==> src/hw/rtl/sbm_pkg.sv <==
// Shared types and constants of the serial bank mapper.
// No dependencies; used by the top level and its checker.
`default_nettype none

package sbm_pkg;

  localparam int unsigned ShiftBits = 5;
  localparam int unsigned CountW    = $clog2(ShiftBits + 1);
  localparam int unsigned AddrW     = 16;
  localparam int unsigned DataW     = 8;
  localparam int unsigned CfgDataW  = 5;
  localparam int unsigned PrgW      = 4;
  localparam int unsigned ChrW      = 5;
  localparam int unsigned MirW      = 2;

  // Target register selected by address bits 14-13.
  typedef enum logic [1:0] {
    SEL_CONTROL = 2'd0,
    SEL_CHR0    = 2'd1,
    SEL_CHR1    = 2'd2,
    SEL_PRG     = 2'd3
  } reg_sel_e;

  // Configuration register indexes.
  typedef enum logic {
    CFG_PRG_BANK_COUNT = 1'b0,
    CFG_CHR_ROM_PRESENT = 1'b1
  } cfg_idx_e;

  // Mirroring codes.
  localparam logic [MirW-1:0] MirOneScreen = 2'd0;
  localparam logic [MirW-1:0] MirVertical  = 2'd1;
  localparam logic [MirW-1:0] MirHorizontal = 2'd2;
  localparam logic [MirW-1:0] MirUnset     = 2'd3;

  localparam logic [ShiftBits-1:0] CtrlResetVal = 5'h0C;
  localparam logic [CfgDataW-1:0]  PrgCountResetVal = 5'd16;

  // Bank map after reset, as the outputs show it.
  localparam logic [PrgW-1:0] PrgLowResetVal  = 4'd0;
  localparam logic [PrgW-1:0] PrgHighResetVal = 4'hF;
  localparam logic [ChrW-1:0] ChrLowResetVal  = 5'd0;
  localparam logic [ChrW-1:0] ChrHighResetVal = 5'd1;

endpackage

`default_nettype wire

==> src/hw/rtl/serial_bank_mapper_unit.sv <==
// Serial-load cartridge bank mapper: shifter, control state and bank map.
// Depends on sbm_pkg.
`default_nettype none

// Usage:
//   Input channel (in_valid_i / in_stall_o) carries one CPU write to cartridge
//   space: cpu_address_i and write_data_i. Output channel (out_valid_o /
//   out_stall_i) returns one item per write with the bank map as it stands
//   after that write, plus register_loaded_o when the write finished a
//   five-bit load. An item moves when valid is high and stall is low.
//   Configuration (cfg_valid_i / cfg_ready_o, always ready) sets the program
//   bank count (index 0) and pattern ROM presence (index 1); write it only
//   while no item is in flight.
//   Path: input register, then the state update that loads the result register.
//   Throughput: one item per cycle while the output is not stalled.
//   Reset: shifter empty, control 0x0C, map low/high program banks 0/15,
//   pattern banks 0/1, mirroring not yet set, both channels empty.
//   A stalled result holds, and the input register then fills and raises
//   in_stall_o until the result is taken.
module serial_bank_mapper_unit (
  input  wire logic                          clk_i,
  input  wire logic                          rst_ni,
  input  wire logic                          in_valid_i,
  output logic                               in_stall_o,
  input  wire logic [sbm_pkg::AddrW-1:0]     cpu_address_i,
  input  wire logic [sbm_pkg::DataW-1:0]     write_data_i,
  output logic                               out_valid_o,
  input  wire logic                          out_stall_i,
  output logic [sbm_pkg::PrgW-1:0]           prg_low_bank_o,
  output logic [sbm_pkg::PrgW-1:0]           prg_high_bank_o,
  output logic [sbm_pkg::ChrW-1:0]           chr_low_bank_o,
  output logic [sbm_pkg::ChrW-1:0]           chr_high_bank_o,
  output logic [sbm_pkg::MirW-1:0]           mirroring_o,
  output logic                               register_loaded_o,
  input  wire logic                          cfg_valid_i,
  output logic                               cfg_ready_o,
  input  wire logic                          cfg_index_i,
  input  wire logic [sbm_pkg::CfgDataW-1:0]  cfg_data_i
);
  import sbm_pkg::*;

  // Configuration
  logic [CfgDataW-1:0] prg_count_q;
  logic                chr_present_q;

  // Input register
  logic     in_valid_q;
  reg_sel_e sel_q;
  logic     clr_bit_q;
  logic     ser_bit_q;

  // Mapper state; the map registers also drive the outputs
  logic [ShiftBits-1:0] shift_q, shift_d;
  logic [CountW-1:0]    count_q, count_d;
  logic [ShiftBits-1:0] ctrl_q, ctrl_d;
  logic [PrgW-1:0]      prg_lo_q, prg_lo_d, prg_hi_q, prg_hi_d;
  logic [ChrW-1:0]      chr_lo_q, chr_lo_d, chr_hi_q, chr_hi_d;
  logic [MirW-1:0]      mir_q, mir_d;
  logic                 loaded_q, loaded_d;
  logic                 out_valid_q;

  logic                 out_free;
  logic                 advance;
  logic [ShiftBits-1:0] value;
  logic [CountW-1:0]    count_inc;
  logic [PrgW-1:0]      mask;
  logic [PrgW-1:0]      bank;

  assign cfg_ready_o = 1'b1;
  assign out_free    = !out_valid_q || !out_stall_i;
  assign advance     = in_valid_q && out_free;
  assign in_stall_o  = in_valid_q && !out_free;

  always_ff @(posedge clk_i or negedge rst_ni) begin
    if (!rst_ni) begin
      prg_count_q   <= PrgCountResetVal;
      chr_present_q <= 1'b1;
    end else if (cfg_valid_i) begin
      case (cfg_idx_e'(cfg_index_i))
        CFG_PRG_BANK_COUNT:  prg_count_q   <= cfg_data_i;
        CFG_CHR_ROM_PRESENT: chr_present_q <= cfg_data_i[0];
        default: ;
      endcase
    end
  end

  always_ff @(posedge clk_i or negedge rst_ni) begin
    if (!rst_ni) begin
      in_valid_q <= 1'b0;
    end else if (!in_stall_o) begin
      in_valid_q <= in_valid_i;
    end
  end

  // Keep only the address and data bits the mapper looks at
  always_ff @(posedge clk_i) begin
    if (in_valid_i && !in_stall_o) begin
      sel_q     <= reg_sel_e'(cpu_address_i[14:13]);
      clr_bit_q <= write_data_i[7];
      ser_bit_q <= write_data_i[0];
    end
  end

  always_comb begin
    shift_d   = shift_q;
    count_d   = count_q;
    ctrl_d    = ctrl_q;
    prg_lo_d  = prg_lo_q;
    prg_hi_d  = prg_hi_q;
    chr_lo_d  = chr_lo_q;
    chr_hi_d  = chr_hi_q;
    mir_d     = mir_q;
    loaded_d  = 1'b0;
    count_inc = count_q + CountW'(1);
    value     = shift_q | (ShiftBits'(ser_bit_q) << count_q);
    mask      = PrgW'(prg_count_q - CfgDataW'(1));
    bank      = value[PrgW-1:0] & mask;

    if (clr_bit_q) begin
      shift_d = '0;
      count_d = '0;
      ctrl_d  = ctrl_q | CtrlResetVal;
    end else if (count_inc < CountW'(ShiftBits)) begin
      shift_d = value;
      count_d = count_inc;
    end else begin
      // Fifth bit: load the selected register
      shift_d  = '0;
      count_d  = '0;
      loaded_d = 1'b1;
      case (sel_q)
        SEL_CONTROL: begin
          ctrl_d = value;
          if (value[1]) begin
            mir_d = value[0] ? MirHorizontal : MirVertical;
          end else begin
            mir_d = MirOneScreen;
          end
        end
        SEL_CHR0: begin
          if (chr_present_q) begin
            if (ctrl_q[4]) begin
              chr_lo_d = value;
            end else begin
              chr_lo_d = {value[ChrW-1:1], 1'b0};
              chr_hi_d = {value[ChrW-1:1], 1'b1};
            end
          end
        end
        SEL_CHR1: begin
          if (chr_present_q && ctrl_q[4]) begin
            chr_hi_d = value;
          end
        end
        SEL_PRG: begin
          if (ctrl_q[3]) begin
            if (ctrl_q[2]) begin
              prg_lo_d = bank;
              prg_hi_d = mask;
            end else begin
              prg_lo_d = '0;
              prg_hi_d = bank;
            end
          end else begin
            // 32k mode maps an even/odd pair
            prg_lo_d = {bank[PrgW-1:1], 1'b0};
            prg_hi_d = {bank[PrgW-1:1], 1'b1} & mask;
          end
        end
        default: ;
      endcase
    end
  end

  always_ff @(posedge clk_i or negedge rst_ni) begin
    if (!rst_ni) begin
      shift_q  <= '0;
      count_q  <= '0;
      ctrl_q   <= CtrlResetVal;
      prg_lo_q <= PrgLowResetVal;
      prg_hi_q <= PrgHighResetVal;
      chr_lo_q <= ChrLowResetVal;
      chr_hi_q <= ChrHighResetVal;
      mir_q    <= MirUnset;
      loaded_q <= 1'b0;
    end else if (advance) begin
      shift_q  <= shift_d;
      count_q  <= count_d;
      ctrl_q   <= ctrl_d;
      prg_lo_q <= prg_lo_d;
      prg_hi_q <= prg_hi_d;
      chr_lo_q <= chr_lo_d;
      chr_hi_q <= chr_hi_d;
      mir_q    <= mir_d;
      loaded_q <= loaded_d;
    end
  end

  always_ff @(posedge clk_i or negedge rst_ni) begin
    if (!rst_ni) begin
      out_valid_q <= 1'b0;
    end else if (out_free) begin
      out_valid_q <= in_valid_q;
    end
  end

  assign out_valid_o       = out_valid_q;
  assign prg_low_bank_o    = prg_lo_q;
  assign prg_high_bank_o   = prg_hi_q;
  assign chr_low_bank_o    = chr_lo_q;
  assign chr_high_bank_o   = chr_hi_q;
  assign mirroring_o       = mir_q;
  assign register_loaded_o = loaded_q;

endmodule

`default_nettype wire

==> config.mk <==
export PLATFORM = sky130hd
export DESIGN_NAME = serial_bank_mapper_unit
export DESIGN_NICKNAME = d
export VERILOG_FILES = /design/src/hw/rtl/sbm_pkg.sv /design/src/hw/rtl/serial_bank_mapper_unit.sv
export SDC_FILE = /design/constraint.sdc
export NUM_CORES = 1
export LEC_CHECK = 0
export BUFFER_PORTS_ARGS = -buffer_cell sky130_fd_sc_hd__buf_2
export CAP_MARGIN = 10
export CORE_UTILIZATION = 32
export CTS_CLUSTER_DIAMETER = 40
export DETAILED_ROUTE_END_ITERATION = 7
export GPL_TIMING_DRIVEN = 0
export PLACE_DENSITY = 0.57
export SYNTH_ARGS = -nofsm -noshare
export SYNTH_HDL_FRONTEND = slang
export SYNTH_SLANG_ARGS = --single-unit
==> constraint.sdc <==
create_clock -name clk_i -period 2.45 [get_ports clk_i]
set_input_delay 0.735 -clock clk_i [delete_from_list [all_inputs] [get_ports clk_i]]
set_output_delay 0.735 -clock clk_i [all_outputs]
set_load 0.02 [all_outputs]
======== Yosys cells after proc, flatten, opt, wreduce, memory -nomap -nowiden ========
Index checks and enable logic that the tools add are counted.
cells by class
  $add $sub $neg .......................... 2
  magnitude comparators ................... 1
  equality and inequality tests ........... 7
  shifts and indexed selects .............. 1
  mux-type cells .......................... 20
  bitwise gates (word level) .............. 6
  reduce and logical (&&, ||, !) cells .... 19
operators by type and width
  kind                                                                count
  4-bit 2-to-1 mux                                                    7
  5-bit 2-to-1 mux                                                    5
  5-bit case mux with 2 select lines                                  1
  4-bit AND                                                           2
  2-bit != test, second input constant                                4
  4-bit AND reduction                                                 2
  7-bit AND reduction                                                 1
  3-bit 2-to-1 mux                                                    2
  5-bit bitwise OR                                                    1
  5-bit AND reduction                                                 1
  1-bit by 3-bit left shift with 5-bit output                         1
  2-bit == test, second input constant                                2
  1-bit logical AND                                                   4
  1-bit zero test                                                     4
  2-bit 2-to-1 mux                                                    2
  2-bit AND reduction                                                 2
  2-bit nonzero test                                                  2
  4-bit by 1-bit subtractor with 4-bit output, second input constant  1
  3-bit by 1-bit adder with 3-bit output, second input constant       1
  3-bit less-than comparator, second input constant                   1
  1-bit 2-to-1 mux                                                    3
  1-bit NOT                                                           3
  3-bit AND reduction                                                 1
  2-bit by 1-bit == test with 1-bit output, second input constant     1
  2 further kinds                                                     2
storage, ports and cells
  bits in registers ....................... 45
  input bits .............................. 35

======== Logic depth before layout (Yosys ltp) ========
Gate-level depths: netlist of run 1.
  depth after elaboration ................. 6
  depth in mapped cells ................... 6
  mapped depth without buffers ............ 5

======== Least setup slack after synthesis of run 1 ========
No wires, ideal clock.
  path kind ............................... input-to-reg
  start ................................... input port out_stall_i
  end ..................................... register chr_lo_q[0], in the netlist chr_low_bank_o[0]
  setup time .............................. 0.125 ns
  arrival time ............................ 1.866 ns
  data required time ...................... 2.325 ns
  slack ................................... 0.459 ns
  stages .................................. 4
  cell sequence ........................... a21bo_2 nand4b_4 nor3_2 mux2_2
on the way
  word-level cells in the longest chain between the ends .. 4
ends and longest elaborated chain
  what                           RTL line                        RTL
  from (decl)                    serial_bank_mapper_unit.sv:28   input wire logic out_stall_i,
  1-bit zero test                serial_bank_mapper_unit.sv:70   assign out_free = !out_valid_q || !out_stall_i;
  1-bit logical OR               serial_bank_mapper_unit.sv:70
  1-bit logical AND              serial_bank_mapper_unit.sv:71   assign advance = in_valid_q && out_free;
  5-bit AND reduction (no line)  -
  to (signal assigned)           serial_bank_mapper_unit.sv:182  chr_lo_q <= ChrLowResetVal;
  to (signal assigned)           serial_bank_mapper_unit.sv:192  chr_lo_q <= chr_lo_d;
  to (decl)                      serial_bank_mapper_unit.sv:57   logic [ChrW-1:0] chr_lo_q, chr_lo_d, chr_hi_q, chr_hi_d;
Every way passes these cells.
A chain may end at the register's enable or synchronous reset.

======== Worst setup path after layout of run 1 ========
  start ................................... register count_q[0]
  end ..................................... register chr_lo_q[0], in the netlist chr_low_bank_o[0]
on the way
  word-level cells in the longest chain between the ends .. 4
  elaborated cells between the ends (all ways) .. 7
ends and longest elaborated chain
  what                                    RTL line                        RTL
  from (decl)                             serial_bank_mapper_unit.sv:54   logic [CountW-1:0] count_q, count_d;
  from (signal assigned)                  serial_bank_mapper_unit.sv:188  count_q <= count_d;
  3-bit by 1-bit adder with 3-bit output  serial_bank_mapper_unit.sv:114  count_inc = count_q + CountW'(1);
  3-bit less-than comparator              serial_bank_mapper_unit.sv:123  end else if (count_inc < CountW'(ShiftBits)) begin
  1-bit NOT (no line)                     -
  5-bit AND reduction (no line)           -
Parallel ways exist; a longest one is shown, timed or not.

==> flow_summary.ini, run 1 <==
[critical_path]
critical_path.endpoint_type = register
reg2reg_from = count_q[0]
cp.arrival_ps = 2440
crit_start = count_q[0]
critPathLaunchType = register
worstSetupPathType = reg2reg
crit_fanout = 6
crit_required_ps = 2630

[floorplan]
die_h_um = 79.30
rows = 27
core-area_mm2 = 0.005642
num_io_pins = 59
fp.dieArea_mm2 = 0.006288
start_util_pct = 33.89
die_w_um = 79.30

[power_and_ir_drop]
switching_share_pct = 30.61
comb_power_share_pct = 20.2
p_int_mw = 1.123
p_seq_share_pct = 52.7
power.total_mw = 1.619
power.share.clock_pct = 27.1
p_sw_mw = 0.4955
cellLeakagePower_nw = 1.063
ir_drop_v = 0.0002649
power.density_mw_per_mm2 = 713.9

[cts]
clockBufferDepth = 2
cts_sinks = 43
clock_latency_ps = 290
cts_tree = yes
h-tree-depth = 2
cts_inserted_buffers = 5
clockRootBuffer = clkbuf_8
cts_resized = 0
hold_buffers = 0
post_cts_buffers = 0
clk_pin_slew_ps = 80

[finish]
stdcell_area_mm2 = 0.002267
area_growth_pct = 18.59
multi_input_area_um2 = 732.0
fin_util_pct = 40.19
antenna_cells = 0
fillers = 561
seq_area_mm2 = 0.001109
stdcell_count = 280
nets = 244
layout-drive-gt1-share_pct = 35.58

[placed_design]
gp_congestion = 0.7438
port_buffers = 36
pre_cts_ws_ps = 74.86
dp.cells = 272
placed_area_mm2 = 0.002182
place_hpwl_um = 2783

[grt]
grt_pass1_wl_um = 6824
grt_pass1_vias = 1375
grt_overflow = 0
antenna_found_initial = 0
grt_use_total_pct = 14.51
grt_max_degree = 40

[timing]
worstMarginPinSlew_ps = 883.9
setup_ws_ps = 186.5
max_freq_ghz = 0.4418
fin_crit_sh_pct = 92.39
finalHoldViolCount = 0
fin_crit_ps = 2264
setup_viol = 0
slew-limit-headroom_pct = 41.07
tns_ps = 0
rsz0062_at_grt = false
drv_slew = 0
finClkSkew_ps = 9.145
hold_ws_ps = 476.8

[yosys]
synth_top_area_cell = dfrtp_1
yosys_register_bits = 43
ys_top_cells_by_count = 29 x dfrtp_1, 17 x nand2_1, 13 x mux2_2, 13 x o21ai_0, 11 x inv_1
yosys_warnings = 0
avgSynthCellArea_um2 = 11.66
synth_flop_cell = dfrtp_1
synth_edf_count = 4
syn-num-nets = 201
netlist_area_mm2 = 0.001912
synth_most_common_cell = dfrtp_1
netlist_top_cells_area = dfrtp_1 38%, dfstp_2 14%, mux2_2 7.7%
ys_seq_area_share_pct = 57.98
async_reset_ff_share_pct = 90.70
synth_top_area_share_pct = 37.96
yosysUniqueCellTypes = 38
syn-instance-count = 164

[routing]
wl_per_cell_um = 14.00
drc = 0
dr.pass1.iters = 4
vias = 1365
ant_nets = 0
drt_first_iter_violations = 65
routed_wl_um = 3921
viasPerCell = 4.875

[outcome]
status = finished, final reports clean

[run]
maxCapViolCount = 0

[hold_path]
hold_class = reg2reg
hold_path_startpoint = in_valid_q
[state kept, by name (all words and copies together) (netlist names)]
| name | flops |
|---|---|
| in_valid_q | 1 |
| out_valid_o | 1 |
| prg_low_bank_o | 4 |
| ser_bit_q | 1 |
| chr_low_bank_o | 5 |
| ctrl_q | 3 |
| chr_present_q | 1 |
| register_loaded_o | 1 |
| count_q | 3 |
| shift_q | 5 |
| clr_bit_q | 1 |
| sel_q | 2 |
| mirroring_o | 2 |
| prg_high_bank_o | 4 |
| prg_count_q | 4 |
| chr_high_bank_o | 5 |
[layout by cell type, fill, tap and decap left out, types with 2 or more instances in the layout]
cell type,Yosys,routed
a21oi_1,9,9
a2bb2oi_1,2,2
a31oi_1,2,2
buf_2,0,36
clkbuf_1,3,4
clkbuf_8,0,5
dfrtp_1,29,29
dfstp_2,10,10
edfxtp_1,4,4
ha_1,2,2
inv_1,11,11
mux2_2,13,13
mux2i_1,4,4
nand2_1,17,17
nand2b_1,2,2
nand3_1,2,2
nor2_1,6,6
nor2b_1,5,5
nor3_1,2,2
nor3_2,2,2
o21ai_0,13,13
o31ai_1,3,3
o41ai_1,5,5
xnor2_1,2,2
[cells by family after synthesis]
kind of cell | synth area share, %
DFF | 57.98
AOI/OAI and AO/OA | 12.89
and+or+nand+nor | 12.37
muxes | 9.751
adders and majority gates | 1.309
xor gates and xnor gates | 1.767
other | 0.1961
buffers and inverters | 3.730
[per-layer routing]
metal / GRT usage [%] / share of wire, %
met1: 20.29 / 52
met2: 20.34 / 42
met3: 4.368 / 4.7
met4: 6.727 / 1.0
met5: 0 / 0
[path summary, 6_finish.rpt]
check                                     to  slack (ps)  cells after the start
min reg2reg                      out_valid_o         480                      1
max in group asynchronous  register_loaded_o        1330                      1
min in group asynchronous        out_valid_o         550                      1
max                        chr_low_bank_o[0]         190                      5
max reg2reg                chr_low_bank_o[0]         190                      5
min                              out_valid_o         480                      1
[area by class of cell]
cell class	count	share of cell area, %
clock inverter	2	0.5519
clock buffer	6	3.201
tap	72	3.974
buffer	5	1.325
multi-input combinational	105	32.28
timing repair buffer	36	7.947
inverter	11	1.821
sequential	43	48.90
[worst max-delay path, stage by stage, from the launching register on]
cell	delay, ps
dfrtp_1	440
ha_1	280
xor2_2	280
nand4b_4	200
nor3_2	560
mux2_2	400
[power by group through the flow]
stage / Clock, mW / Combinational, mW / Sequential [mW]
final: 0.439 / 0.327 / 0.853
after global routing: 0.490 / 0.371 / 0.863
after CTS: 0.459 / 0.332 / 0.853
after detailed placement: 0 / 0.331 / 0.866
after global placement: 0 / 0.327 / 0.865
after floorplan: 0 / 0.188 / 0.894
(Power assumes the default switching activity.)
==> run 2, diff against run 1 <==
- CTS_CLUSTER_SIZE: unset -> 10
- RECOVER_POWER: unset -> 100
==> run 2 against run 1 <==
Effect of this change: clock power barely moved; register-to-register slack barely moved; clock skew barely moved; combinational power fell by 2%; first-iteration DRC count fell by 28%; global-route usage did not move; via count fell by 0.66%; final area fell by 1.7%; worst hold slack barely moved; utilization fell by 0.69 points; flip-flop and latch count did not move; power fell by 0.50%.
==> flow_summary.ini, run 2 (synthesis gave the netlist of run 1 again) <==
[placed_design]
port_buffers = 36
gp_congestion = 0.7438
place_hpwl_um = 2783

[routing]
dr.pass1.iters = 4
drc = 0
drt_first_iter_violations = 47
vias = 1356
wl_per_cell_um = 13.97
viasPerCell = 4.843
ant_nets = 0
routed_wl_um = 3912

[timing]
fin_crit_sh_pct = 92.43
finalHoldViolCount = 0
max_freq_ghz = 0.4416
rsz0062_at_grt = false
drv_slew = 0
finClkSkew_ps = 8.850
hold_ws_ps = 476.8
setup_viol = 0
fin_crit_ps = 2264
slew-limit-headroom_pct = 34.65
tns_ps = 0
worstMarginPinSlew_ps = 980.3

[finish]
layout_commonest_cell = clkbuf_1
antenna_cells = 0
nets = 244
final_cell_mix = 30 x clkbuf_1, 29 x dfrtp_1, 17 x nand2_1
fillers = 577
area_growth_pct = 16.56
layout-drive-gt1-share_pct = 23.08

[grt]
antenna_found_initial = 0
grt_pass1_vias = 1375
grt_use_total_pct = 14.51
grt_max_degree = 40
grt_overflow = 0
grt_pass1_wl_um = 6824

[floorplan]
core-area_mm2 = 0.005642
num_io_pins = 59
fp.dieArea_mm2 = 0.006288
die_w_um = 79.30
rows = 27
start_util_pct = 33.89
die_h_um = 79.30

[power_and_ir_drop]
cellLeakagePower_nw = 0.9646
power.total_mw = 1.611
ir_drop_v = 0.0002627
power.density_mw_per_mm2 = 722.7

[hold_path]
hold_class = reg2reg

[cts]
clock_latency_ps = 290
cts_resized = 0
clockRootBuffer = clkbuf_8
post_cts_buffers = 0
cts_sinks = 43
cts_inserted_buffers = 5
clockBufferDepth = 2
clk_pin_slew_ps = 80
hold_buffers = 0
h-tree-depth = 2
cts_tree = yes

[critical_path]
reg2reg_to = chr_low_bank_o[0]
critPathLaunchType = register
r2r_cells = 5
reg2reg_from = count_q[0]
crit_required_ps = 2630
crit_fanout = 6
crit_start = count_q[0]
reg2reg_setup_slack_ps = 190
critical_path.endpoint_type = register
cp-endpoint = chr_low_bank_o[0]
cp.arrival_ps = 2440
worstSetupPathType = reg2reg

[run]
maxCapViolCount = 0

[outcome]
status = finished, final reports clean
==> run 2: cell count changes in the layout (fill, tap and decap cells not counted), sizes merged <==
cell	change
buf	-27
clkbuf	+27
==> run 2: cell type report <==
cell class                      count  area, µm²  share of cell area (%)
Multi-Input combinational cell    105      732.0                   32.85
Timing Repair Buffer               36      148.9                   6.682
Clock inverter                      2      12.51                  0.5615
Clock buffer                        6      72.57                   3.257
Buffer                              5      22.52                   1.011
Inverter                           11      41.29                   1.853
Sequential cell                    43       1109                   49.75
Tap cell                           72      90.09                   4.043
==> run 2: worst min-delay path by stage <==
stage               start                 end  slack [ps]  cells after the start
2_1_floorplan      rst_ni  chr_high_bank_o[1]         440                      0
3_3_place_gp   in_valid_q         out_valid_o         450                      1
3_5_place_dp   in_valid_q         out_valid_o         460                      1
4_1_cts        in_valid_q         out_valid_o         480                      1
5_1_grt        in_valid_q         out_valid_o         510                      1
6_report       in_valid_q         out_valid_o         480                      1
==> run 2: through the flow <==
stage	setup slack [ps]	instance area (µm²)	util [%]	instances
6_report	185.5	2228	39.50	280
5_1_grt	87.85	2228	39.50	280
4_1_cts	196.7	2267	40.19	280
3_5_place_dp	74.86	2182	38.68	272
3_3_place_gp	77.30	2182	38.68	272
2_1_floorplan	459.1	1912	-	164
==> run 2: worst max-delay path: stages (launching register included) <==
cell and delay (ps):
dfrtp_1 440, ha_1 280, xor2_2 280, nand4b_4 200, nor3_2 560, mux2_2 400
==> run 2: power by group <==
part           total (mW)  leakage [nW]  switching, mW  internal [mW]
clock               0.437        0.0412          0.238          0.199
sequential          0.854         0.510         0.0514          0.803
combinational       0.319         0.414          0.208          0.112
==> run 2: metal layers <==
layer  vias to the layer above  wire length (µm)  track usage [%]
li1                        664                 -                -
met1                       653              2054            20.29
met2                        37              1629            20.34
met3                         2               187            4.368
met4                         0                40            6.727
met5                         -                 0                0
